## src/rtl/assert_macros.svh

```systemverilog
// Assertion macros shared by the receiver window RTL.
`ifndef ASSERT_MACROS_SVH
`define ASSERT_MACROS_SVH

// Same-cycle implication under the block clock and reset.
`define SRRW_ASSERT_IMP(label, clk, rst_n, ante, cons, msg) \
	label: assert property (@(posedge clk) disable iff (!rst_n) (ante) |-> (cons)) \
		else $error(msg);

// Next-cycle implication under the block clock and reset.
`define SRRW_ASSERT_NXT(label, clk, rst_n, ante, cons, msg) \
	label: assert property (@(posedge clk) disable iff (!rst_n) (ante) |=> (cons)) \
		else $error(msg);

`endif

```

## src/rtl/srrw_pkg.sv

```systemverilog
// Types and constants of the selective repeat receiver window.
package srrw_pkg;

	localparam int SEQ_IN_W = 16;
	localparam int CNT_W    = 7;
	localparam int NEXT_W   = 6;
	localparam int BUF_W    = 7;
	localparam int NEWC_W   = 16;
	localparam int CFG_W    = 16;
	localparam int MAP_W    = 64;
	localparam int WS_W     = 7;
	localparam int SB_W     = 5;
	localparam int IDX_W    = 2;

	localparam logic [BUF_W-1:0]  BUF_MAX = 7'd127;
	localparam logic [WS_W-1:0]   WS_RST  = 7'd8;
	localparam logic [SB_W-1:0]   SB_RST  = 5'd8;
	localparam logic [BUF_W-1:0]  BS_RST  = 7'd8;
	localparam logic [NEWC_W-1:0] MP_RST  = 16'hFFFF;

	// Configuration register indexes.
	typedef enum logic [IDX_W-1:0] {
		REG_WIN_SLOTS    = 2'd0,
		REG_SEQ_BITS     = 2'd1,
		REG_BUFFER_SLOTS = 2'd2,
		REG_PKT_LIMIT    = 2'd3
	} cfg_reg_t;

	// Sequencer states.
	typedef enum logic [3:0] {
		ST_IDLE   = 4'b0001,
		ST_EVAL   = 4'b0010,
		ST_WALK   = 4'b0100,
		ST_FINISH = 4'b1000
	} state_t;

	// Admission decision for one packet.
	typedef struct packed {
		logic             take;
		logic             in_order;
		logic             is_new;
		logic [CNT_W-1:0] slot;
	} admit_t;

	// One step of the in-order delivery walk.
	typedef struct packed {
		logic             advance;
		logic [CNT_W-1:0] j;
		logic [CNT_W-1:0] run;
		logic [BUF_W-1:0] bufs;
	} walk_t;

endpackage

```

## src/rtl/srrw_pkt_if.sv

```systemverilog
// Packet request channel: sequence number and lost flag.
interface srrw_pkt_if;
	logic                          valid;
	logic                          ready;
	logic [srrw_pkg::SEQ_IN_W-1:0] seq_num;
	logic                          lost;

	modport source (output valid, output seq_num, output lost, input ready);
	modport sink (input valid, input seq_num, input lost, output ready);
endinterface

```

## src/rtl/srrw_res_if.sv

```systemverilog
// Result request channel: ack bitmap and delivery status.
interface srrw_res_if;
	logic                       valid;
	logic                       ready;
	logic                       ack_sent;
	logic [srrw_pkg::MAP_W-1:0] ack_bitmap;
	logic [srrw_pkg::CNT_W-1:0] delivered_run;
	logic                       window_slid;
	logic                       done_res;

	modport source (output valid, output ack_sent, output ack_bitmap, output delivered_run,
		output window_slid, output done_res, input ready);
	modport sink (input valid, input ack_sent, input ack_bitmap, input delivered_run,
		input window_slid, input done_res, output ready);
endinterface

```

## src/rtl/srrw_admit.sv

```systemverilog
// Window test and admission decision for one arriving packet.
module srrw_admit #(
	parameter int WINDOW_MAX = 64,
	parameter int SEQ_W      = 16
) (
	input  logic [SEQ_W-1:0]                 seq,
	input  logic                             lost,
	input  logic                             stopped,
	input  logic [SEQ_W-1:0]                 base,
	input  logic [SEQ_W-1:0]                 mask,
	input  logic [srrw_pkg::WS_W-1:0]        w,
	input  logic [srrw_pkg::NEXT_W-1:0]      next_slot,
	input  logic [srrw_pkg::BUF_W-1:0]       bufs,
	input  logic [WINDOW_MAX-1:0]            ack,
	output srrw_pkg::admit_t                 adm,
	output logic [WINDOW_MAX-1:0]            onehot
);

	logic [SEQ_W:0]   top_sum;
	logic [SEQ_W-1:0] top;
	logic [SEQ_W-1:0] w_ext;
	logic [SEQ_W-1:0] w_m1;
	logic [SEQ_W-1:0] slot;
	logic             in_range;
	logic             in_window;
	logic             in_order;

	// Top of the window, wrapped into the sequence space.
	assign top_sum = {1'b0, base} + (SEQ_W+1)'(w) - (SEQ_W+1)'(1);
	assign top     = top_sum[SEQ_W-1:0] & mask;
	assign w_ext   = SEQ_W'(w);
	assign w_m1    = w_ext - SEQ_W'(1);

	// Inside test, including the case where the window wraps past zero.
	assign in_range = (seq >= base && seq <= top) ||
		(top < w_m1 && (seq <= top || seq >= base));

	// Slot within the window and its one-hot bit.
	assign slot      = (seq - base) & mask;
	assign in_window = slot < w_ext;
	assign in_order  = slot == SEQ_W'(next_slot);
	assign onehot    = WINDOW_MAX'(1) << slot;

	always_comb begin
		adm.take     = !lost && !stopped && in_range && in_window &&
			(in_order || bufs > srrw_pkg::BUF_W'(1));
		adm.in_order = in_order;
		adm.is_new   = ~|(ack & onehot);
		adm.slot     = slot[srrw_pkg::CNT_W-1:0];
	end

endmodule

```

## src/rtl/srrw_walk.sv

```systemverilog
// Delivery walk step: tests one window slot and advances the run.
module srrw_walk #(
	parameter int WINDOW_MAX = 64
) (
	input  logic [srrw_pkg::CNT_W-1:0] j,
	input  logic [srrw_pkg::CNT_W-1:0] run,
	input  logic [srrw_pkg::BUF_W-1:0] bufs,
	input  logic [srrw_pkg::WS_W-1:0]  w,
	input  logic [WINDOW_MAX-1:0]      ack,
	input  logic [WINDOW_MAX-1:0]      hot,
	output srrw_pkg::walk_t            step
);

	// The slot under test is received and still inside the window.
	always_comb begin
		step.advance = (j < w) && (|(ack & hot));
		step.j       = j + srrw_pkg::CNT_W'(1);
		step.run     = run + srrw_pkg::CNT_W'(1);
		step.bufs    = (bufs < srrw_pkg::BUF_MAX) ? bufs + srrw_pkg::BUF_W'(1) : bufs;
	end

endmodule

```

## src/rtl/selective_repeat_receiver_window_top.sv

```systemverilog
// Selective repeat receiver window: top level with sequencer and result register.
//
// Each accepted packet is answered by exactly one result. An item passes through accept,
// admission and finish when it is not taken into the next in-order slot, and through
// the delivery walk over the delivered run between admission and finish when it is.
// The delivery walk tests one slot bit per cycle in a shared step unit. The finish
// cycle repeats while an earlier result still waits for its taker. The packet channel
// is ready only while the sequencer is idle; the result register lets a finished
// result wait for its taker while the next packet is being accepted. Configuration
// is written through wr_en/wr_index/wr_data and must only change while the block is idle.
`include "assert_macros.svh"

module selective_repeat_receiver_window_top #(
	parameter int WINDOW_MAX   = 64,
	parameter int SEQ_BITS_MAX = 16
) (
	input  logic                         clk,
	input  logic                         arst_n,
	input  logic                         wr_en,
	input  logic [srrw_pkg::IDX_W-1:0]   wr_index,
	input  logic [srrw_pkg::CFG_W-1:0]   wr_data,
	srrw_pkt_if.sink                     pkt,
	srrw_res_if.source                   res
);

	localparam int SEQ_W = (SEQ_BITS_MAX > srrw_pkg::SEQ_IN_W) ? SEQ_BITS_MAX
		: srrw_pkg::SEQ_IN_W;

	srrw_pkg::state_t state_q;

	// Configuration registers.
	logic [srrw_pkg::WS_W-1:0]   ws_q;
	logic [srrw_pkg::SB_W-1:0]   sb_q;
	logic [srrw_pkg::BUF_W-1:0]  bs_q;
	logic [srrw_pkg::NEWC_W-1:0] mp_q;

	// Receiver state.
	logic [WINDOW_MAX-1:0]       ack_q;
	logic [SEQ_W-1:0]            base_q;
	logic [srrw_pkg::NEXT_W-1:0] next_q;
	logic [srrw_pkg::BUF_W-1:0]  bufs_q;
	logic [srrw_pkg::NEWC_W-1:0] newc_q;

	// Packet being worked on.
	logic [srrw_pkg::SEQ_IN_W-1:0] seq_q;
	logic                          lost_q;
	logic                          taken_q;
	logic [srrw_pkg::CNT_W-1:0]    j_q;
	logic [srrw_pkg::CNT_W-1:0]    run_q;
	logic [WINDOW_MAX-1:0]         hot_q;

	// Result register.
	logic                        res_valid_q;
	logic                        res_sent_q;
	logic [srrw_pkg::MAP_W-1:0]  res_bitmap_q;
	logic [srrw_pkg::CNT_W-1:0]  res_run_q;
	logic                        res_slid_q;
	logic                        res_done_q;

	logic [srrw_pkg::WS_W-1:0] w_eff;
	logic [5:0]                sb_eff;
	logic [SEQ_W:0]            mask_wide;
	logic [SEQ_W-1:0]          mask;
	logic [WINDOW_MAX-1:0]     full_vec;
	logic                      all_acked;
	logic                      stopped;
	logic                      fin_load;
	logic [WINDOW_MAX-1:0]     onehot;
	srrw_pkg::admit_t          adm;
	srrw_pkg::walk_t           step;

	// Effective window size and sequence mask.
	always_comb begin
		if (ws_q == '0) begin
			w_eff = srrw_pkg::WS_W'(1);
		end else if (ws_q > srrw_pkg::WS_W'(WINDOW_MAX)) begin
			w_eff = srrw_pkg::WS_W'(WINDOW_MAX);
		end else begin
			w_eff = ws_q;
		end
		sb_eff = ({1'b0, sb_q} > 6'(SEQ_BITS_MAX)) ? 6'(SEQ_BITS_MAX) : {1'b0, sb_q};
	end

	assign mask_wide = ((SEQ_W+1)'(1) << sb_eff) - (SEQ_W+1)'(1);
	assign mask      = mask_wide[SEQ_W-1:0];

	// Full-window check over the low window bits.
	assign full_vec  = ~({WINDOW_MAX{1'b1}} << w_eff);
	assign all_acked = (ack_q & full_vec) == full_vec;
	assign stopped   = newc_q >= mp_q;
	assign fin_load  = (state_q == srrw_pkg::ST_FINISH) && (!res_valid_q || res.ready);

	srrw_admit #(
		.WINDOW_MAX (WINDOW_MAX),
		.SEQ_W      (SEQ_W)
	) u_admit (
		.seq       (SEQ_W'(seq_q)),
		.lost      (lost_q),
		.stopped   (stopped),
		.base      (base_q),
		.mask      (mask),
		.w         (w_eff),
		.next_slot (next_q),
		.bufs      (bufs_q),
		.ack       (ack_q),
		.adm       (adm),
		.onehot    (onehot)
	);

	srrw_walk #(
		.WINDOW_MAX (WINDOW_MAX)
	) u_walk (
		.j    (j_q),
		.run  (run_q),
		.bufs (bufs_q),
		.w    (w_eff),
		.ack  (ack_q),
		.hot  (hot_q),
		.step (step)
	);

	// Configuration writes.
	always_ff @(posedge clk or negedge arst_n) begin
		if (!arst_n) begin
			ws_q <= srrw_pkg::WS_RST;
			sb_q <= srrw_pkg::SB_RST;
			bs_q <= srrw_pkg::BS_RST;
			mp_q <= srrw_pkg::MP_RST;
		end else if (wr_en) begin
			case (srrw_pkg::cfg_reg_t'(wr_index))
				srrw_pkg::REG_WIN_SLOTS: begin
					ws_q <= wr_data[srrw_pkg::WS_W-1:0];
				end
				srrw_pkg::REG_SEQ_BITS: begin
					sb_q <= wr_data[srrw_pkg::SB_W-1:0];
				end
				srrw_pkg::REG_BUFFER_SLOTS: begin
					bs_q <= wr_data[srrw_pkg::BUF_W-1:0];
				end
				srrw_pkg::REG_PKT_LIMIT: begin
					mp_q <= wr_data[srrw_pkg::NEWC_W-1:0];
				end
				default: begin
				end
			endcase
		end
	end

	// Sequencer and receiver state.
	always_ff @(posedge clk or negedge arst_n) begin
		if (!arst_n) begin
			state_q <= srrw_pkg::ST_IDLE;
			ack_q   <= '0;
			base_q  <= '0;
			next_q  <= '0;
			bufs_q  <= srrw_pkg::BS_RST;
			newc_q  <= '0;
			taken_q <= 1'b0;
			j_q     <= '0;
			run_q   <= '0;
			hot_q   <= '0;
			seq_q   <= '0;
			lost_q  <= 1'b0;
		end else begin
			case (state_q)
				srrw_pkg::ST_IDLE: begin
					if (pkt.valid) begin
						seq_q   <= pkt.seq_num;
						lost_q  <= pkt.lost;
						state_q <= srrw_pkg::ST_EVAL;
					end
				end
				srrw_pkg::ST_EVAL: begin
					taken_q <= adm.take;
					run_q   <= '0;
					state_q <= srrw_pkg::ST_FINISH;
					if (adm.take) begin
						ack_q <= ack_q | onehot;
						if (adm.is_new) begin
							newc_q <= newc_q + srrw_pkg::NEWC_W'(1);
						end
						if (bufs_q != '0) begin
							bufs_q <= bufs_q - srrw_pkg::BUF_W'(1);
						end
						if (adm.in_order) begin
							j_q     <= adm.slot;
							hot_q   <= onehot;
							state_q <= srrw_pkg::ST_WALK;
						end
					end
				end
				srrw_pkg::ST_WALK: begin
					if (step.advance) begin
						j_q    <= step.j;
						run_q  <= step.run;
						bufs_q <= step.bufs;
						hot_q  <= hot_q << 1;
					end else begin
						// Next in-order slot wraps to zero at the window end.
						next_q  <= (j_q == w_eff) ? '0 : j_q[srrw_pkg::NEXT_W-1:0];
						state_q <= srrw_pkg::ST_FINISH;
					end
				end
				srrw_pkg::ST_FINISH: begin
					if (fin_load) begin
						if (taken_q && all_acked) begin
							ack_q  <= '0;
							base_q <= (base_q + SEQ_W'(w_eff)) & mask;
							bufs_q <= bs_q;
						end
						state_q <= srrw_pkg::ST_IDLE;
					end
				end
				default: begin
					state_q <= srrw_pkg::ST_IDLE;
				end
			endcase
		end
	end

	// Result valid flag.
	always_ff @(posedge clk or negedge arst_n) begin
		if (!arst_n) begin
			res_valid_q <= 1'b0;
		end else if (fin_load) begin
			res_valid_q <= 1'b1;
		end else if (res.ready) begin
			res_valid_q <= 1'b0;
		end
	end

	// Result payload, captured before any slide.
	always_ff @(posedge clk) begin
		if (fin_load) begin
			res_sent_q   <= taken_q;
			res_bitmap_q <= taken_q ? srrw_pkg::MAP_W'(ack_q) : '0;
			res_run_q    <= run_q;
			res_slid_q   <= taken_q && all_acked;
			res_done_q   <= stopped;
		end
	end

	assign pkt.ready         = state_q == srrw_pkg::ST_IDLE;
	assign res.valid         = res_valid_q;
	assign res.ack_sent      = res_sent_q;
	assign res.ack_bitmap    = res_bitmap_q;
	assign res.delivered_run = res_run_q;
	assign res.window_slid   = res_slid_q;
	assign res.done_res      = res_done_q;

	// The walk never runs past the window end.
	`SRRW_ASSERT_IMP(a_walk_bound, clk, arst_n, state_q == srrw_pkg::ST_WALK,
		j_q <= w_eff, "walk index beyond window")
	// A slide only comes with a taken packet.
	`SRRW_ASSERT_IMP(a_slid_taken, clk, arst_n, res_valid_q && res_slid_q,
		res_sent_q, "slide without taken packet")
	// An ignored packet reports nothing but the done flag.
	`SRRW_ASSERT_IMP(a_ignored_zero, clk, arst_n, res_valid_q && !res_sent_q,
		res_bitmap_q == '0 && res_run_q == '0, "ignored packet has payload")
	// A full window is cleared once its result is loaded.
	`SRRW_ASSERT_NXT(a_slide_clears, clk, arst_n, fin_load && taken_q && all_acked,
		ack_q == '0, "ack bits not cleared on slide")

endmodule
```

## src/flat_wrapper.sv

```systemverilog
// flat-port wrapper written by rule: the top's interface ports become plain ports
module selective_repeat_receiver_window_top_flat 
#(
	parameter int WINDOW_MAX   = 64,
	parameter int SEQ_BITS_MAX = 16
)
  (clk, arst_n, wr_en, wr_index, wr_data, pkt_valid, pkt_seq_num, pkt_lost, pkt_ready, res_valid, res_ack_sent, res_ack_bitmap, res_delivered_run, res_window_slid, res_done_res, res_ready);
  srrw_pkt_if pkt_i ();
  srrw_res_if res_i ();
  input  logic clk;
  input  logic arst_n;
  input  logic wr_en;
  input  logic [srrw_pkg::IDX_W-1:0] wr_index;
  input  logic [srrw_pkg::CFG_W-1:0] wr_data;
  input wire logic [$bits(pkt_i.valid)-1:0] pkt_valid;
  input wire logic [$bits(pkt_i.seq_num)-1:0] pkt_seq_num;
  input wire logic [$bits(pkt_i.lost)-1:0] pkt_lost;
  output wire logic [$bits(pkt_i.ready)-1:0] pkt_ready;
  output wire logic [$bits(res_i.valid)-1:0] res_valid;
  output wire logic [$bits(res_i.ack_sent)-1:0] res_ack_sent;
  output wire logic [$bits(res_i.ack_bitmap)-1:0] res_ack_bitmap;
  output wire logic [$bits(res_i.delivered_run)-1:0] res_delivered_run;
  output wire logic [$bits(res_i.window_slid)-1:0] res_window_slid;
  output wire logic [$bits(res_i.done_res)-1:0] res_done_res;
  input wire logic [$bits(res_i.ready)-1:0] res_ready;
  assign pkt_i.valid = pkt_valid;
  assign pkt_i.seq_num = pkt_seq_num;
  assign pkt_i.lost = pkt_lost;
  assign pkt_ready = pkt_i.ready;
  assign res_valid = res_i.valid;
  assign res_ack_sent = res_i.ack_sent;
  assign res_ack_bitmap = res_i.ack_bitmap;
  assign res_delivered_run = res_i.delivered_run;
  assign res_window_slid = res_i.window_slid;
  assign res_done_res = res_i.done_res;
  assign res_i.ready = res_ready;
  selective_repeat_receiver_window_top #(.WINDOW_MAX(WINDOW_MAX), .SEQ_BITS_MAX(SEQ_BITS_MAX)) u_core (.clk(clk), .arst_n(arst_n), .wr_en(wr_en), .wr_index(wr_index), .wr_data(wr_data), .pkt(pkt_i), .res(res_i));
endmodule
```

## config.mk

```make
export PLATFORM = sky130hd
export DESIGN_NAME = selective_repeat_receiver_window_top_flat
export DESIGN_NICKNAME = d
export VERILOG_FILES = /design/src/rtl/srrw_pkg.sv /design/src/rtl/srrw_pkt_if.sv /design/src/rtl/srrw_res_if.sv /design/src/rtl/srrw_admit.sv /design/src/rtl/srrw_walk.sv /design/src/rtl/selective_repeat_receiver_window_top.sv /design/src/flat_wrapper.sv
export VERILOG_INCLUDE_DIRS = /design/src /design/src/rtl
export SDC_FILE = /design/constraint.sdc
export NUM_CORES = 1
export LEC_CHECK = 0
export ABC_AREA = 1
export BUFFER_PORTS_ARGS = -buffer_cell sky130_fd_sc_hd__buf_2
export CORE_MARGIN = 4
export CORE_UTILIZATION = 50
export CTS_BUF_LIST = sky130_fd_sc_hd__clkbuf_4
export CTS_CLUSTER_SIZE = 25
export DETAILED_ROUTE_END_ITERATION = 7
export PLACE_DENSITY = 0.67
export SLEW_MARGIN = 20
export SYNTH_ARGS = -nofsm -noshare
export SYNTH_HDL_FRONTEND = slang
export SYNTH_SLANG_ARGS = --single-unit
```

## constraint.sdc

```tcl
create_clock -name clk -period 9.05 [get_ports clk]
set_input_delay 0.4525 -clock clk [delete_from_list [all_inputs] [get_ports clk]]
set_output_delay 0.4525 -clock clk [all_outputs]
set_load 0.005 [all_outputs]
```

==> run summary <==
GRT Residual Overflow: 0
Sequential share of the synthesized area: 40.1%
Initial core utilization: 50.9%
Via count: 20,500
Reg2Reg Depth: 43
Worst setup EP type: register
Core ar.: 0.0410 mm²
Worst Path Arrival: 8.28 ns
Crit Reg-Reg Startpoint: u_core.ws_q[6]
Busiest grt layer: met2
Final core occ: 57.4%
Critical Path Source Type: register
Max_cap viols: 0
Synth Register Bits: 319
DP HPWL: 53,500 µm
Gate Count Post-Synth: 2,844
Routed WL: 72,500 µm
Die span in y: 212 µm
Longest Clk Path Bufs: 3
Leakage power: 0.0115 µW
Setup CP Type: reg2reg
Die width: 212 µm
Final setup violation count: 0
RSZ-0062 raised after global routing: no
EDFF count, synth: 74
PD cells: 256 mW/mm²
Worst hold start: wr_en
Largest net degree at the start of global routing: 129
Largest delay share family, worst path: simple AND/OR/NAND/NOR gates
Met2 usage: 53.4%
CTS resizes: 0
Die ar.: 0.0451 mm²
DRC viols: 0
Vias per std cell: 5.65
Antenna viol nets, final: 0
Fmax: 0.133 GHz
Max_slew headroom: 16.2%
Share of cells above drive strength 1: 11.6%
Crit path max fanout: 19
Gpl congestion: 1.04
Clock skew: 0.0572 ns
Initial antenna violation count: 2
Worst slew pin tran: 1.25 ns
Wire per inst: 20.0 µm
Pins Over Slew Limit: 0
Main synth FF type: dfrtp_1
CP Buf/Inv Count: 8
Final hold vios: 0
Distinct cells, synth: 55
Synth Cell Area: 0.0209 mm²
FF-to-FF End: u_core.newc_q[0]
Area growth syn-to-layout: 12.8%
Global Route met1 Usage: 40.5%
Post-layout min period: 7.51 ns
WP data required: 9.82 ns
CP most frequent cell: nor2_1
H-tree lvl count: 3
GR Util met3: 5.56%
Max rail drop VDD: 144 µV
Setup TNS Final: 0 ns
Total track usage: 31.9%
Buffers on Ports: 115
Clock transition at path regs: 0.07 ns
Synth warn: 0
Tightest Hold Check Type: in2reg
FFs w/ async S/R, synth: 76.8%
Clock root buffer: clkbuf_4
R2R Setup Slk: 1.54 ns
CP max stage cell: dfrtp_1
CTS tree: built
First-pass GRT wire length: 112,000 µm
Max incr delay on CP: 0.65 ns
Sink Count: 319
IO Pins: 116
Levels on crit path: 43
Hold EP: u_core.sb_q[3]
Vias in the first global route: 19,700
Setup bufs post-CTS: 0
CTS Buf Count: 92
Syn_area_per_cell: 7.34 µm²
# nets final: 3,182
Status: completed
Starting DRT DRC Count: 1,946
Hold Path Depth: 3
Site row count: 74
Drt first pass iters: 7
Worst-Skew Late Latency: 0.86 ns
Final period util: 83.0%
-- worst max path at each step --
stage / endpoint / start / slack [ns]
floorplan: u_core.ack_q[45] / u_core.ws_q[5] / 3.07
global placement: u_core.ack_q[45] / u_core.ws_q[6] / 1.90
detailed placement: u_core.newc_q[6] / u_core.ws_q[6] / 1.69
CTS: u_core.newc_q[6] / u_core.ws_q[6] / 1.61
global route: u_core.newc_q[7] / u_core.ws_q[3] / 0.76
finish: u_core.newc_q[0] / u_core.ws_q[6] / 1.54
-- power by group --
group          switching (µW)  total (µW)  internal (µW)
sequential                318        2060           1740
combinational            1770        2540            778
clock                     665        1440            773
total                    2750        6040           3290
-- Yosys cell counts, types with 8 or more instances --
| master | number | area, µm² |
|---|---|---|
| nand2_1 | 703 | 2640 |
| inv_1 | 400 | 1500 |
| o21ai_0 | 289 | 1450 |
| nor2_1 | 232 | 871 |
| dfrtp_1 | 224 | 5610 |
| nand3_1 | 183 | 916 |
| ha_1 | 126 | 1580 |
| a21oi_1 | 119 | 596 |
| edfxtp_1 | 74 | 2220 |
| clkbuf_1 | 73 | 274 |
| nor3_1 | 50 | 250 |
| nand4_1 | 40 | 250 |
| xor2_1 | 36 | 315 |
| o21ai_1 | 35 | 175 |
| a31oi_1 | 31 | 194 |
| buf_2 | 24 | 120 |
| nor4_1 | 22 | 138 |
| o21bai_1 | 22 | 165 |
| dfstp_2 | 21 | 552 |
| o211ai_1 | 16 | 120 |
| o22ai_1 | 16 | 100 |
| or2_2 | 12 | 75.1 |
| inv_2 | 9 | 33.8 |
| a211oi_1 | 8 | 60.1 |
-- area by class of cell --
cell class	count	area, µm²
Fill cell	3905	17500
Multi-Input combinational cell	2018	10600
Sequential cell	319	8380
Inverter	409	1540
Timing Repair Buffer	173	1150
Clock buffer	149	1120
Tap cell	532	666
Clock inverter	23	129
Antenna cell	4	10.0
-- cells in the final DEF (no fill, tap or decap), types with 4 or more instances in the layout --
cell             n
nand2_1        703
o211ai_1        16
ha_1           126
nor2_2           6
nor2_4           4
o21ai_0        289
buf_4           19
o31ai_1          6
o22ai_1         16
nor2_1         230
inv_2           11
a211oi_1         8
dlygate4sd3_1   36
xor2_1          36
dfstp_2         21
nand2_2          5
or2_2           12
nor4_1          21
dfrtp_1        223
clkinv_1        17
a31oi_1         31
clkbuf_4       149
xnor2_1          4
inv_1          398
nand3_1        183
buf_2          114
diode_2          4
edfxtp_1        74
nor3_1          50
o21ai_1         34
nand3b_1         5
a221oi_1         5
o2111ai_1        7
nand4_1         40
o21bai_1        22
conb_1           8
a21oi_1        119
-- flip-flops by register name, indices dropped and copies added (netlist names), 7 cells and up --
signal	flops
u_core.ack_q	64
u_core.base_q	16
u_core.bs_q	7
u_core.bufs_q	7
u_core.hot_q	64
u_core.j_q	7
u_core.mp_q	16
u_core.newc_q	16
u_core.res.ack_bitmap	64
u_core.res.delivered_run	7
u_core.run_q	7
u_core.seq_q	16
u_core.ws_q	7
-- metal layers --
metal  part of all wire, %  wire, µm
met5                     0         0
met4                   5.1      3680
met3                   6.8      4920
met2                    48     34500
met1                    41     29400
-- worst min-delay path: cells and delay by family --
family          cells  cell delay, ns
compound gates      1            0.13
simple gates        1            0.23
buf+inv             1            0.12
-- per-stage QoR --
stage / cells / hold slack, ns / power, µW / instance area [µm²] / setup WS, ns
6_report: 3627 / 0.113 / 6040 / 23600 / 1.54
5_1_grt: 3627 / 0.0740 / 6470 / 23600 / 0.758
4_1_cts: 3623 / 0.0295 / 6030 / 23500 / 1.61
3_5_place_dp: 3415 / 0.435 / 4560 / 21900 / 1.69
3_3_place_gp: 3415 / 0.444 / 4510 / 21900 / 1.90
2_1_floorplan: 2851 / 0.157 / 3710 / 20900 / 3.07
-- repair_timing --
action | 4_1_cts | 5_1_grt
hold endpoints to repair | 168 | 0
setup endpoints to repair | 0 | 0
hold buffers | 36 | 0
-- logic make-up after synthesis --
| logic type | count (synthesis) | synth area share (%) |
|---|---|---|
| buffers and inverters | 514 | 9.55 |
| other | 1 | 0.0180 |
| xor gates and xnor gates | 41 | 1.76 |
| and+or+nand+nor | 1270 | 25.7 |
| AOI/OAI and AO/OA | 570 | 15.0 |
| DFF | 319 | 40.1 |
| adders and majority gates | 129 | 7.84 |
Power figures use the tool's default switching activity.
